## src/rtl/core/pkirl_pkg.sv

```systemverilog
// ----------------------------------------------------------------------------
// pkirl_pkg
// Shared types and constants of the per-key interval rate limiter: command
// and result payloads, status codes and the probe that runs down the chain.
// ----------------------------------------------------------------------------
package pkirl_pkg;

    // Fixed payload widths
    localparam int unsigned KEY_W      = 64;
    localparam int unsigned NOW_W      = 32;
    localparam int unsigned INTERVAL_W = 20;

    // Interval register value after reset, in milliseconds
    localparam logic [INTERVAL_W-1:0] INTERVAL_RESET = 20'd5000;

    // Outcome of one event
    typedef enum logic [1:0] {
        ST_REFRESHED = 2'd0,
        ST_TOO_SOON  = 2'd1,
        ST_CLAIMED   = 2'd2,
        ST_FULL      = 2'd3
    } t_status;

    // One input transfer
    typedef struct packed {
        logic [KEY_W-1:0] entity_key;
        logic [NOW_W-1:0] now_ms;
    } t_cmd;

    // One result transfer
    typedef struct packed {
        logic    pass;
        t_status status;
    } t_result;

    // Event travelling along the slot chain
    typedef struct packed {
        logic    vld;
        logic    done;
        t_cmd    cmd;
        t_result res;
    } t_probe;

endpackage

```

## src/rtl/core/pkirl_cell.sv

```systemverilog
// ----------------------------------------------------------------------------
// pkirl_cell
// One slot of the table: holds a valid bit, a key and the time of the last
// passed event, resolves a probe that hits or claims it, and hands the probe
// to the next slot through its probe register.
// ----------------------------------------------------------------------------
module pkirl_cell
    import pkirl_pkg::*;
#(
    parameter int unsigned KEY_BITS  = 64,
    parameter int unsigned TIME_BITS = 32
) (
    input  logic                  i_clk,
    input  logic                  i_rst_n,
    input  logic [INTERVAL_W-1:0] i_interval,
    input  t_probe                i_probe,
    output t_probe                o_probe
);

    // Width wide enough for both elapsed time and interval
    localparam int unsigned CMP_W = (TIME_BITS > INTERVAL_W) ? TIME_BITS : INTERVAL_W;

    logic                 r_valid;
    logic                 n_valid;
    logic [KEY_BITS-1:0]  r_key;
    logic [KEY_BITS-1:0]  n_key;
    logic [TIME_BITS-1:0] r_time;
    logic [TIME_BITS-1:0] n_time;
    t_probe               r_probe;
    t_probe               n_probe;

    logic [KEY_BITS-1:0]  probe_key;
    logic [TIME_BITS-1:0] probe_now;
    logic [TIME_BITS-1:0] elapsed;
    logic                 hit;
    logic                 too_soon;

    // Compare the probe against this slot
    assign probe_key = i_probe.cmd.entity_key[KEY_BITS-1:0];
    assign probe_now = TIME_BITS'(i_probe.cmd.now_ms);
    assign elapsed   = probe_now - r_time;
    assign hit       = r_valid && (r_key == probe_key);
    assign too_soon  = CMP_W'(elapsed) < CMP_W'(i_interval);

    // Resolve an open probe: refresh or drop on a hit, claim a free slot
    always_comb begin
        n_valid = r_valid;
        n_key   = r_key;
        n_time  = r_time;
        n_probe = i_probe;
        if (i_probe.vld && !i_probe.done) begin
            if (hit) begin
                n_probe.done = 1'b1;
                if (too_soon) begin
                    n_probe.res.pass   = 1'b0;
                    n_probe.res.status = ST_TOO_SOON;
                end else begin
                    n_time             = probe_now;
                    n_probe.res.pass   = 1'b1;
                    n_probe.res.status = ST_REFRESHED;
                end
            end else if (!r_valid) begin
                // Slots fill in order, so no later slot can hold the key
                n_valid            = 1'b1;
                n_key              = probe_key;
                n_time             = probe_now;
                n_probe.done       = 1'b1;
                n_probe.res.pass   = 1'b1;
                n_probe.res.status = ST_CLAIMED;
            end
        end
    end

    // Slot contents and probe; reset clears only the valid bits
    always_ff @(posedge i_clk) begin
        if (!i_rst_n) begin
            r_valid     <= 1'b0;
            r_probe.vld <= 1'b0;
        end else begin
            r_valid     <= n_valid;
            r_probe.vld <= n_probe.vld;
        end
        r_key        <= n_key;
        r_time       <= n_time;
        r_probe.done <= n_probe.done;
        r_probe.cmd  <= n_probe.cmd;
        r_probe.res  <= n_probe.res;
    end

    assign o_probe = r_probe;

endmodule

```

## config.mk

```make
export PLATFORM = sky130hd
export DESIGN_NAME = pkirl_cell
export DESIGN_NICKNAME = d
export VERILOG_FILES = /design/src/rtl/core/pkirl_pkg.sv /design/src/rtl/core/pkirl_cell.sv
export SDC_FILE = /design/constraint.sdc
export NUM_CORES = 1
export LEC_CHECK = 0
export BUFFER_PORTS_ARGS = -buffer_cell sky130_fd_sc_hd__buf_2
export CAP_MARGIN = 5
export CORE_ASPECT_RATIO = 0.7
export CORE_MARGIN = 3
export CORE_UTILIZATION = 47
export DETAILED_ROUTE_END_ITERATION = 12
export PLACE_DENSITY = 0.76
export SETUP_SLACK_MARGIN = 0.4
export SYNTH_ARGS = -nofsm -noshare
export SYNTH_HDL_FRONTEND = slang
export SYNTH_SLANG_ARGS = --single-unit
export TNS_END_PERCENT = 100
```

## constraint.sdc

```tcl
create_clock -name i_clk -period 5.3 [get_ports i_clk]
set_input_delay 0.53 -clock i_clk [delete_from_list [all_inputs] [get_ports i_clk]]
set_output_delay 0.53 -clock i_clk [all_outputs]
set_load 0.02 [all_outputs]
```

-- Word level (Yosys, flattened, before mapping)
Cells that the tools add are included.
- add/subtract/negate cells: 1
- multipliers: 0
- divide/modulo/power cells: 0
- $lt $le $gt $ge: 1
- equal/unequal tests: 3
- shifts and indexed selects: 0
- mux-type cells: 10
- bitwise gates (word level): 2
- reduce and logical (&&, ||, !) cells: 6
- operators with widths (operator ; count):
    $mux 32 ; 3
    $eq 64x64->1 ; 1
    $lt 32x20->1 ; 1
    $sub 32x32->32 ; 1
    $mux 3 ; 4
    $reduce_and 3->1 ; 2
    $mux 1 ; 3
    $logic_and 1x1->1 ; 2
    $ne 2x1->1 const B ; 1
    $ne 2x2->1 const B ; 1
    $not 1->1 ; 2
    $reduce_and 2->1 ; 1
    $logic_not 1->1 ; 1
- register bits after elaboration: 198
- latch bits: 0
- memory bits (writable): 0
- memory bits (read-only): 0
- input port bits: 123
- output and inout bits: 101
- word-level logic and storage cells: 32
- memories: 0

-- Logic depth before layout (Yosys ltp)
Gate-level depths: netlist (run 1).
- depth after elaboration: 5
- depth in mapped cells: 22
- gate-level depth less buffers: 22

-- Worst setup path after synthesis (run 1)
No wires, ideal clock.
- path kind: input-to-reg
- start point: input port i_probe[3] in the netlist's numbering
- end point: register r_time[0] (enable)
- setup time: 0.404 ns
- data arrival time: 4.749 ns
- path slack: 0.147 ns
- cell stages on the path: 22
- buffers on the path: 0
- path through: inv_1 ha_1 inv_1 fa_1 a211oi_1 o21a_1 o21ai_0 and2_1 o21ai_0 a21oi_1 nor2_1 xnor2_1 ha_1 o21ai_0 nor2_1 a2111o_1 a21oi_1 o32ai_1 a2111oi_2 nand4b_1 or4_1 and2_1
- longest elaborated chain between the ends: 4
- RTL lines (item ; line ; source):
    start, declared ; pkirl_cell.sv:16 ; input t_probe i_probe,
    $sub 32x32->32 ; pkirl_cell.sv:41 ; assign elapsed = probe_now - r_time;
    $lt 32x20->1 ; pkirl_cell.sv:43 ; assign too_soon = CMP_W'(elapsed) < CMP_W'(i_interval);
    $ne 2x2->1 (no line) ; -- ;
    $reduce_and 3->1 (no line) ; -- ;
    end signal, assigned ; pkirl_cell.sv:84 ; r_time <= n_time;
    end, declared ; pkirl_cell.sv:27 ; logic [TIME_BITS-1:0] r_time;
No other way between the ends.
A chain may end at the register's enable or synchronous reset.

-- Final worst setup path (run 1)
- start point: register r_time[1]
- end point: register r_time[7] (enable)
- longest elaborated chain between the ends: 4
- RTL lines (item ; line):
    $sub 32x32->32 ; pkirl_cell.sv:41
    $lt 32x20->1 ; pkirl_cell.sv:43
    $ne 2x2->1 (no line) ; --
    $reduce_and 3->1 (no line) ; --
No other way between the ends.

==> flow_summary_export.csv, run 1 <==
group,metric,value,unit
status,outcome,"finished, final reports clean",
finish,fill_cells,1320,
detailed_routing,routed-via-count,6036,
place,dp_slack,-0.08616,ns
pwr,power_frac_comb,0.159,
pwr,power,3.655,mW
worst_setup_path,r2r_cells,20,
sta,slew_viol_final,0,
pwr,p_int,2.620,mW
global_route,grt_max_degree,65,
detailed_routing,vias_per_cell,5.190,
cts,cts.sinks,198,
yosys,synth_top_flop_cell,"dfxtp_1",
die,initial_core_util,0.4900,
pwr,powerDensity,346.9,mW/mm^2
worst_setup_path,path_delay_family,"compound AO/OA/AOI/OAI gates",
place,port_buffers,223,
finish,area_growth,29.19,%
sta,period_minus_slack,4.891,ns
job,maxCapViolations,0,
worst_setup_path,path_cells,"inv_2 -> ha_1 -> nor2b_2 -> o2111ai_2 -> a21oi_2 -> buf_4 -> nor2_4 -> nor2_2 -> o21ai_1 -> nand2b_1 -> a21oi_2 -> xnor2_1 -> ha_1 -> a211o_1 -> a221o_1 -> a2111o_1 -> a2111oi_4 -> nand4b_1 -> or4_4 -> and2_4",
detailed_routing,routed_wl,19350,microns
pwr,leakagePower,4.481,nW
global_route,groute.layer.met3.usage,0.06062,
pwr,power.share.switching,0.2831,
worst_setup_path,crit_path_top_delay_cell,"or4_4",
global_route,use_met1,0.2794,
yosys,ys_types,59,
yosys,synth_warnings,0,
sta,final_hold_viol_count,0,
sta,fmaxAchievable,204.5,MHz
worst_setup_path,critPathLaunchType,"flop",
yosys,syn_area,0.008154,sq mm
global_route,antenna_found_initial,0,
cts,cts_hold_buffers,0,
yosys,ys_seq_area_frac,0.6040,
finish,drive_above_1_share,0.3433,
finish,fin_area,0.01053,sq mm
sta,tightest_slew,0.8244,ns
worst_setup_path,regToRegSetupSlack,0.41,ns
cts,clockBufferDepth,2,
sta,finalCritPeriodShare,0.9228,
min_path,min_path_type,"input pin to flop",
cts,cts_root_buffer,"clkbuf_16",
worst_setup_path,crit_buf_inv,2,
place,placed_cell_area,0.009607,sq mm
die,rows,39,
global_route,track_usage,0.1983,
detailed_routing,first_pass_iters,5,
global_route,grt-ovfl-total,0,
global_route,grt_pass1_vias,5599,
pwr,switchingPower,1.035,mW
cts,cts_tree,"built",
worst_setup_path,crit_cells,20,
worst_setup_path,arrival,5.07,ns
cts,clkTransAtPathRegs,0.08,ns
yosys,synth_edf_count,96,
cts,clk_latency,0.44,ns
cts,cts_buffers,17,
die,dieArea,0.01899,sq mm
global_route,grt_busiest_layer,"met2",
yosys,ys_ff_latch,198,
global_route,grt_pass1_wl,28950,microns
finish,nets,1099,
worst_setup_path,cp_max_fo,8,
worst_setup_path,crit_type,"flop to flop",
detailed_routing,first_iter_violations,441,
place,place.detailed.hpwl,14240,microns
pwr,power_frac_seq,0.466,
worst_setup_path,end_kind,"flop",
detailed_routing,drt-wirelength-per-cell,16.63,microns
pwr,pwr-share-clk,0.375,
die,coreArea,0.01664,sq mm
worst_setup_path,setup.worst_path.end,"r_time[7]$_DFFE_PP_",
sta,setup-violations-final,0,
die,die_x,163.4,microns
yosys,postSynthAreaPerCell,12.17,sq um
cts,htree_num_levels,4,
yosys,ys_async_sr_fraction,0,
yosys,syn_inst,670,
detailed_routing,drc,0,
sta,fin_ws,0.4091,ns
place,routabilityCongestion,0.8963,
finish,diodes,0,
die,die_h,116.2,microns
worst_setup_path,startpoint,"r_time[1]$_DFFE_PP_",
worst_setup_path,cp_slowest_stage_delay,0.56,ns
pwr,vdd_drop_max,206.0,uV
sta,timing.slew.headroom,0.4504,
global_route,use_met2,0.2993,
worst_setup_path,r2r_end,"r_time[7]$_DFFE_PP_",
worst_setup_path,rr_startpoint,"r_time[1]$_DFFE_PP_",
detailed_routing,detail-route-antenna-nets,0,
sta,rsz0062_at_grt,"yes",
worst_setup_path,critPathRequiredTime,5.48,ns
sta,tns,0,ns
sta,skew,0.01661,ns
die,ios,224,
yosys,synthesis.nets,844,
==> power by group through the flow <==
stage	Sequential, mW	Clock (mW)	Combinational [mW]
2_1_floorplan	1.79	0	0.281
3_3_place_gp	1.74	0	0.530
3_5_place_dp	1.74	0	0.536
4_1_cts	1.70	1.39	0.545
5_1_grt	1.71	1.45	0.637
6_report	1.70	1.37	0.582
==> worst min-delay path by stage <==
stage                                     from  slack (ns)                   to  depth (start not counted)
after floorplan           r_valid$_SDFFE_PN0P_        0.47   o_probe[1]$_DFF_P_                          1
after global placement    r_valid$_SDFFE_PN0P_        0.52   o_probe[1]$_DFF_P_                          1
after detailed placement  r_valid$_SDFFE_PN0P_        0.53   o_probe[1]$_DFF_P_                          1
after CTS                           i_probe[5]        0.20   o_probe[5]$_DFF_P_                          1
after global routing                i_probe[5]        0.21   o_probe[5]$_DFF_P_                          1
final                              i_probe[36]        0.22  o_probe[36]$_DFF_P_                          1
==> final cells by class <==
type | instances | area [sq um] | area share
clock buffers | 17 | 425.4 | 0.04038
flip-flops and latches | 198 | 4925 | 0.4675
repair buffers | 242 | 1262 | 0.1198
multi-input cells | 407 | 3206 | 0.3043
inverters | 59 | 221.5 | 0.02102
clock inverters | 15 | 212.7 | 0.02019
well taps | 225 | 281.5 | 0.02673
==> kinds of logic after synthesis <==
kind of cell / after synthesis / share of synthesized area
fa+ha+maj: 51 / 0.07918
flops: 198 / 0.6040
xor+xnor: 85 / 0.09130
simple gates: 129 / 0.08363
buf+inv: 68 / 0.03176
compound gates: 139 / 0.1102
==> sequential cells by signal, indices dropped and copies added, names as in the netlist <==
register / count
o_probe: 101
r_key: 64
r_time: 32
r_valid: 1
==> stage by stage <==
step	util	std cells	hold slack, ns
global route	0.6331	1163	0.2087
finish	0.6331	1163	0.2213
CTS	0.6180	1155	0.2030
global placement	0.5773	1120	0.5225
detailed placement	0.5773	1120	0.5315
floorplan	-	670	0.4679
==> metal layers <==
| metal | wire (microns) | part of all wire | vias to the layer above |
|---|---|---|---|
| li1 | - | - | 2940 |
| met1 | 9119 | 0.47 | 2818 |
| met2 | 8427 | 0.44 | 261 |
| met3 | 1578 | 0.082 | 17 |
| met4 | 218 | 0.011 | 0 |
| met5 | 0 | 0 | - |
==> synthesized netlist by cell type, types with 4 or more instances <==
cell type | number | area share
o211ai_1 | 6 | 0.0055
and2_1 | 4 | 0.0031
a211o_1 | 4 | 0.0043
dfxtp_1 | 102 | 0.25
xnor2_1 | 78 | 0.084
ha_1 | 50 | 0.077
nor4_1 | 6 | 0.0046
a211oi_1 | 5 | 0.0046
edfxtp_1 | 96 | 0.35
nor3_1 | 10 | 0.0061
o21ai_0 | 31 | 0.019
a21o_1 | 11 | 0.010
clkbuf_1 | 6 | 0.0028
inv_1 | 59 | 0.027
o21a_1 | 5 | 0.0046
nand2_1 | 36 | 0.017
nor2_1 | 25 | 0.012
xor2_1 | 7 | 0.0075
a21oi_1 | 44 | 0.027
nand4_1 | 25 | 0.019
==> cell usage in the layout (no fill, tap or decap), types with 3 or more instances in the layout <==
master / count
inv_8: 3
a21o_1: 11
dfxtp_1: 102
nor4_1: 6
nand4_1: 25
and2_1: 3
edfxtp_1: 96
ha_2: 4
ha_4: 6
a21oi_2: 6
nand2_1: 36
a211oi_1: 4
o21ai_1: 4
buf_4: 18
buf_2: 223
clkinv_8: 4
ha_1: 40
inv_2: 3
inv_6: 4
o21a_1: 5
and2_4: 4
nor2_1: 21
a21oi_1: 38
nor3_1: 10
clkbuf_16: 17
inv_12: 3
xnor2_1: 78
xor2_1: 7
o21ai_0: 27
inv_1: 56
a211o_1: 4
o211ai_1: 6
==> repair_timing <==
item | 4_1_cts | 5_1_grt
endpoints found under the setup margin | 32 | 34
hold endpoints to repair | 0 | 0
resized for setup | 6 | 47
setup buffers | 0 | 8
gates cloned | 3 | 0
pin swaps | 0 | 29
(Power assumes the default switching activity.)
==> inputs of run 2 (changes only) <==
--- a/config.mk
+++ b/config.mk
@@ -5,13 +5,14 @@
 export SDC_FILE = /design/constraint.sdc
 export NUM_CORES = 1
 export LEC_CHECK = 0
+export ABC_AREA = 1
 export BUFFER_PORTS_ARGS = -buffer_cell sky130_fd_sc_hd__buf_2
 export CAP_MARGIN = 5
 export CORE_ASPECT_RATIO = 0.7
 export CORE_MARGIN = 3
-export CORE_UTILIZATION = 47
+export CORE_UTILIZATION = 49
 export DETAILED_ROUTE_END_ITERATION = 12
-export PLACE_DENSITY = 0.76
+export PLACE_DENSITY = 0.77
 export SETUP_SLACK_MARGIN = 0.4
 export SYNTH_ARGS = -nofsm -noshare
 export SYNTH_HDL_FRONTEND = slang
==> flow_summary_export.csv, run 2 <==
group,metric,value,unit
worst_setup_path,critPathLaunchType,"flop",
detailed_routing,first_pass_iters,5,
worst_setup_path,arrival,3.89,ns
detailed_routing,routed_wl,22680,microns
die,die_h,123.4,microns
pwr,power.share.switching,0.2949,
sta,fmaxAchievable,266.2,MHz
cts,cts_setup_buffers,0,
pwr,vdd_drop_max,180.0,uV
worst_setup_path,cp_max_fo,32,
pwr,power_frac_comb,0.164,
worst_setup_path,critPathRequiredTime,5.44,ns
yosys,syn_area,0.009651,sq mm
pwr,leakagePower,6.189,nW
die,ios,224,
yosys,postSynthAreaPerCell,8.227,sq um
global_route,track_usage,0.2129,
worst_setup_path,crit_path_top_delay_cell,"fa_1",
sta,skew,0.01272,ns
cts,cts_tree,"built",
global_route,grt_busiest_layer,"met2",
sta,tightest_slew,0.9007,ns
detailed_routing,vias_per_cell,4.621,
yosys,synth.area.top_cells,"edfxtp_1 30%, dfxtp_1 21%, nand2_1 14%",
yosys,yosys.area.top_type_share,0.2987,
pwr,powerDensity,313.3,mW/mm^2
detailed_routing,drc,0,
yosys,syn_inst,1173,
finish,final_common_cell,"nand2_1",
global_route,grt_max_degree,35,
finish,nets,1591,
global_route,grt-ovfl-total,0,
pwr,pwr-share-clk,0.373,
finish,largest_reg_flops,101,
yosys,synthesis.nets,1347,
place,place.detailed.hpwl,18160,microns
sta,setup-violations-final,0,
cts,cts-resized-gates,0,
die,rows,42,
status,outcome,"finished, final reports clean",
worst_setup_path,end_kind,"flop",
pwr,p_int,2.600,mW
sta,finalCritPeriodShare,0.7088,
cts,cts_hold_buffers,0,
place,routabilityCongestion,0.8946,
worst_setup_path,crit_buf_inv,2,
die,die_x,173.7,microns
die,initial_core_util,0.5045,
worst_setup_path,cp_common_cell,"nand3_1",
yosys,ys_async_sr_fraction,0,
sta,rsz0062_at_grt,"no",
worst_setup_path,path_delay_family,"simple AND/OR/NAND/NOR gates",
global_route,grt_pass1_vias,7123,
place,dp_slack,1.194,ns
yosys,synth_edf_count,96,
cts,cts_buffers,17,
sta,timing.slew.headroom,0.3981,
yosys,yosys.area.top_type,"edfxtp_1",
yosys,ys_types,32,
min_path,min_path_type,"input pin to flop",
place,port_buffers,223,
job,maxCapViolations,0,
worst_setup_path,path_cells,"ha_1 -> inv_1 -> fa_1 -> nand3_1 -> nand2_2 -> nand2_1 -> nand2_2 -> nand3_1 -> nand2_1 -> a31oi_1 -> xnor2_1 -> ha_1 -> a21oi_1 -> nor2_1 -> nor4_1 -> nand3_1 -> nor2_1 -> nand3_2 -> nor2_2 -> a21oi_2 -> buf_4",
global_route,antenna_found_initial,2,
pwr,power_frac_seq,0.463,
cts,clk_latency,0.43,ns
finish,drive_above_1_share,0.2000,
detailed_routing,first_iter_violations,627,
finish,area_growth,21.98,%
die,dieArea,0.02144,sq mm
yosys,yosysMostFrequentCell,"nand2_1",
global_route,use_met1,0.3184,
worst_setup_path,cp_slowest_stage_delay,0.42,ns
finish,final_cell_mix,"354 x nand2_1, 244 x inv_1, 223 x buf_2",
sta,period_minus_slack,3.757,ns
sta,final_hold_viol_count,0,
yosys,ys_ff_latch,198,
global_route,use_met2,0.3188,
detailed_routing,detail-route-antenna-nets,0,
sta,slew_viol_final,0,
worst_setup_path,crit_type,"flop to flop",
die,coreArea,0.01913,sq mm
sta,tns,0,ns
yosys,synth_top_flop_cell,"dfxtp_1",
cts,cts.sinks,198,
cts,clkTransAtPathRegs,0.08,ns
yosys,yosys-top-cells-count,"354 x nand2_1, 244 x inv_1, 126 x nor2_1, 102 x dfxtp_1, 96 x edfxtp_1",
yosys,ys_seq_area_frac,0.5103,
global_route,grt_pass1_wl,36020,microns
yosys,synth_warnings,0,
global_route,groute.layer.met3.usage,0.04113,
cts,cts_root_buffer,"clkbuf_16",
detailed_routing,routed-via-count,7837,
detailed_routing,drt-wirelength-per-cell,13.37,microns
cts,htree_num_levels,4,
cts,clockBufferDepth,2,
finish,fill_cells,1693,
pwr,switchingPower,1.087,mW
sta,fin_ws,1.543,ns
run 2: cell count changes in the layout (fill, tap and decap cells not counted), moves of 15 or more:
cell     previous run  this run
inv_1              56       244
nor2_1             21       125
nand4_1            25         9
o21ai_0            27        12
xor2_1              7        30
nand2_1            36       354
xnor2_1            78        32
nand3_1             2        24
buf_4              18         2
run 2: final cells by class:
cell class / instances / area (sq um) / area share
Inverter: 245 / 919.6 / 0.07812
Sequential cell: 198 / 4925 / 0.4184
Clock buffer: 17 / 425.4 / 0.03614
Clock inverter: 15 / 217.7 / 0.01849
Multi-Input combinational cell: 730 / 3817 / 0.3243
Antenna cell: 2 / 5.005 / 0.0004252
Tap cell: 264 / 330.3 / 0.02806
Timing Repair Buffer: 225 / 1131 / 0.09609
run 2: worst paths after layout:
kind                                           start              endpoint  slack (ns)  cells past startpoint
worst max register to register   r_time[0]$_DFFE_PP_  r_time[15]$_DFFE_PP_        1.54                     21
worst max-delay path             r_time[0]$_DFFE_PP_  r_time[15]$_DFFE_PP_        1.54                     21
worst min register to register  r_valid$_SDFFE_PN0P_    o_probe[1]$_DFF_P_        0.56                      1
worst min-delay path                     i_probe[28]   o_probe[28]$_DFF_P_        0.23                      1
run 2: power by group through the flow:
stage / Clock (mW) / Sequential, mW / Combinational (mW)
floorplan: 0 / 1.80 / 0.334
global placement: 0 / 1.74 / 0.591
detailed placement: 0 / 1.74 / 0.603
CTS: 1.40 / 1.71 / 0.607
global route: 1.45 / 1.72 / 0.685
finish: 1.38 / 1.71 / 0.606
run 2: metal layers:
layer	up-vias	wire, microns
met3	14	1609
met1	3482	11420
met5	-	0
li1	4090	-
met2	251	9439
met4	0	209
run 2: cells by family (layout without fill, tap and decap cells):
kind of cell               after synthesis  after routing  synth area share
and+or+nand+nor                        553            553            0.2349
buffers and inverters                  245            502           0.09529
DFF                                    198            198            0.5103
AOI/OAI and AO/OA                       64             64           0.03630
xor gates and xnor gates                62             62           0.05627
adders and majority gates               51             51           0.06690
other                                    0              2                 0
run 2: worst reg2reg max path: stages (launching register included):
cell	delay (ns)
edfxtp_1	0.35
ha_1	0.14
inv_1	0.07
fa_1	0.42
nand3_1	0.11
nand2_2	0.10
nand2_1	0.09
nand2_2	0.08
nand3_1	0.08
nand2_1	0.12
a31oi_1	0.18
xnor2_1	0.14
ha_1	0.26
a21oi_1	0.14
nor2_1	0.05
nor4_1	0.34
nand3_1	0.12
nor2_1	0.12
nand3_2	0.08
nor2_2	0.13
a21oi_2	0.06
buf_4	0.28
run 2: per-stage QoR:
stage / area, sq um / total power [mW] / std cells / hold WS (ns) / util
floorplan: 9651 / 2.132 / 1173 / 0.4644 / -
global placement: 11120 / 2.330 / 1662 / 0.5278 / 0.5815
detailed placement: 11120 / 2.345 / 1662 / 0.5529 / 0.5815
CTS: 11770 / 3.712 / 1694 / 0.2154 / 0.6151
global route: 11770 / 3.855 / 1696 / 0.2096 / 0.6154
finish: 11770 / 3.688 / 1696 / 0.2272 / 0.6154
==> inputs of run 3 (changes only) <==
--- a/config.mk
+++ b/config.mk
@@ -10,9 +10,9 @@
 export CAP_MARGIN = 5
 export CORE_ASPECT_RATIO = 0.7
 export CORE_MARGIN = 3
-export CORE_UTILIZATION = 49
+export CORE_UTILIZATION = 50
 export DETAILED_ROUTE_END_ITERATION = 12
-export PLACE_DENSITY = 0.77
+export PLACE_DENSITY = 0.75
 export SETUP_SLACK_MARGIN = 0.4
 export SYNTH_ARGS = -nofsm -noshare
 export SYNTH_HDL_FRONTEND = slang
==> constraint.sdc (replaced) <==
create_clock -name i_clk -period 3.55 [get_ports i_clk]
set_input_delay 0.355 -clock i_clk [delete_from_list [all_inputs] [get_ports i_clk]]
set_output_delay 0.355 -clock i_clk [all_outputs]
set_load 0.02 [all_outputs]
==> flow_summary_export.csv, run 3 (synthesized netlist as in run 2, its figures left out) <==
group,metric,value,unit
pwr,vdd_drop_max,339.2,uV
sta,tightest_slew,0.8593,ns
worst_setup_path,critPathRequiredTime,3.75,ns
die,dieArea,0.02103,sq mm
sta,finalCritPeriodShare,0.9746,
sta,rsz0062_at_grt,"yes",
sta,hold_ws,0.05083,ns
detailed_routing,first_iter_violations,590,
cts,cts_hold_buffers,0,
cts,cts_tree,"built",
finish,fin_area,0.01221,sq mm
sta,setup-violations-final,0,
finish,area_growth,26.50,%
detailed_routing,vias_per_cell,4.695,
die,rows,41,
worst_setup_path,end_kind,"flop",
global_route,grt-ovfl-total,0,
finish,final_common_cell,"nand2_1",
finish,drive_above_1_share,0.2437,
detailed_routing,wl_met3,1697,microns
detailed_routing,top_layer,"met5",
min_path,min_path_type,"input pin to flop",
sta,skew,0.01028,ns
detailed_routing,drc,0,
die,initial_core_util,0.5226,
global_route,antenna_found_initial,1,
finish,utilization,0.6610,
sta,final_hold_viol_count,0,
detailed_routing,routed-via-count,7949,
die,die_x,172.1,microns
detailed_routing,dr_wl_met2,9885,microns
cts,cts_root_buffer,"clkbuf_16",
worst_setup_path,arrival,3.65,ns
finish,diodes,0,
place,place.detailed.hpwl,18460,microns
cts,clkTransAtPathRegs,0.08,ns
pwr,powerDensity,451.6,mW/mm^2
detailed_routing,drt-wirelength-per-cell,13.84,microns
sta,period_minus_slack,3.460,ns
cts,clk_latency,0.43,ns
finish,largest_reg_flops,101,
finish,fill_cells,1583,
global_route,track_usage,0.2216,
place,routabilityCongestion,0.9868,
pwr,leakagePower,6.322,nW
sta,timing.slew.headroom,0.4271,
global_route,grt_pass1_wl,36450,microns
worst_setup_path,cp_max_fo,15,
die,die_h,122.2,microns
sta,fmaxAchievable,289.0,MHz
detailed_routing,detail-route-antenna-nets,0,
detailed_routing,routed_wl,23420,microns
place,placed_cell_area,0.01132,sq mm
die,ios,224,
cts,cts.sinks,198,
finish,final_cell_mix,"346 x nand2_1, 240 x inv_1, 223 x buf_2",
job,maxCapViolations,0,
global_route,grt_pass1_vias,7300,
die,coreArea,0.01847,sq mm
sta,slew_viol_final,0,
detailed_routing,met1_length,11620,microns
cts,clockBufferDepth,2,
global_route,grt_max_degree,65,
worst_setup_path,crit_type,"flop to flop",
worst_setup_path,critPathLaunchType,"flop",
cts,cts_buffers,17,
detailed_routing,first_pass_iters,5,
status,outcome,"finished, final reports clean",
finish,nets,1618,
place,port_buffers,223,
cts,htree_num_levels,4,
[run 3: cell count changes in the layout (fill, tap and decap cells not counted), moves of 4 or more]
cell,before,now
a21oi_1,37,29
a21oi_2,1,8
buf_4,2,26
ha_1,50,40
ha_2,0,4
ha_4,0,6
inv_1,244,240
nand2_1,354,346
nand2_2,11,18
nand3_1,24,20
nand3_2,3,7
nor2_2,8,4
nor2_4,3,8
[run 3: path summary, 6_finish.rpt]
kind	start	endpoint	slack, ns	depth (start not counted)
setup reg to reg	r_time[9]$_DFFE_PP_	r_time[10]$_DFFE_PP_	0.09	19
hold / removal	i_probe[30]	o_probe[30]$_DFF_P_	0.05	1
hold reg to reg	r_valid$_SDFFE_PN0P_	o_probe[1]$_DFF_P_	0.56	1
setup / recovery	r_time[9]$_DFFE_PP_	r_time[10]$_DFFE_PP_	0.09	19
[run 3: metrics by stage]
| step | setup slack, ns | TNS, ns | cells | power [mW] |
|---|---|---|---|---|
| 6_report | 0.09026 | 0 | 1693 | 5.514 |
| 5_1_grt | -0.06393 | -1.743 | 1693 | 5.784 |
| 4_1_cts | 0.2600 | 0 | 1688 | 5.506 |
| 3_5_place_dp | -0.04597 | -1.371 | 1654 | 3.554 |
| 3_3_place_gp | 0.01161 | 0 | 1654 | 3.526 |
| 2_1_floorplan | 0.2487 | 0 | 1173 | 3.189 |
[run 3: final cells by class]
class | count | area (sq um) | area share
multi-input combinational | 730 | 4088 | 0.3348
tap | 236 | 295.3 | 0.02419
sequential | 198 | 4925 | 0.4034
clock buffer | 19 | 432.9 | 0.03546
inverter | 245 | 934.6 | 0.07656
clock inverter | 13 | 156.4 | 0.01281
timing repair buffer | 252 | 1376 | 0.1127
[run 3: what timing repair did]
item	in CTS	in global routing
pin swaps	1	8
hold endpoints to repair	0	0
cloned	0	1
setup endpoints to repair	34	34
resized for setup	16	32
setup buffers	2	4
[run 3: per-layer routing]
layer	GRT usage	vias to the layer above
li1	-	4143
met1	0.3305	3545
met2	0.3313	238
met3	0.05441	21
met4	0.04287	2
met5	0	-
[run 3: critical path, stage by stage, from the launching register on]
cell and delay [ns]:
edfxtp_1 0.32, inv_1 0.04, ha_1 0.36, nand2_2 0.16
inv_1 0.07, a21oi_2 0.19, nand2_2 0.13, a41oi_2 0.25
xnor2_1 0.16, ha_1 0.26, nand2_1 0.08, inv_2 0.04
and3_4 0.15, nor4_4 0.22, nand3_1 0.11, nor2_1 0.14
nand3_2 0.10, nor2_4 0.15, a21oi_4 0.11, buf_12 0.17
[run 3: power by group]
group | switching, mW | internal (mW)
clock network | 0.934 | 1.01
logic | 0.633 | 0.391
registers | 0.0372 | 2.51
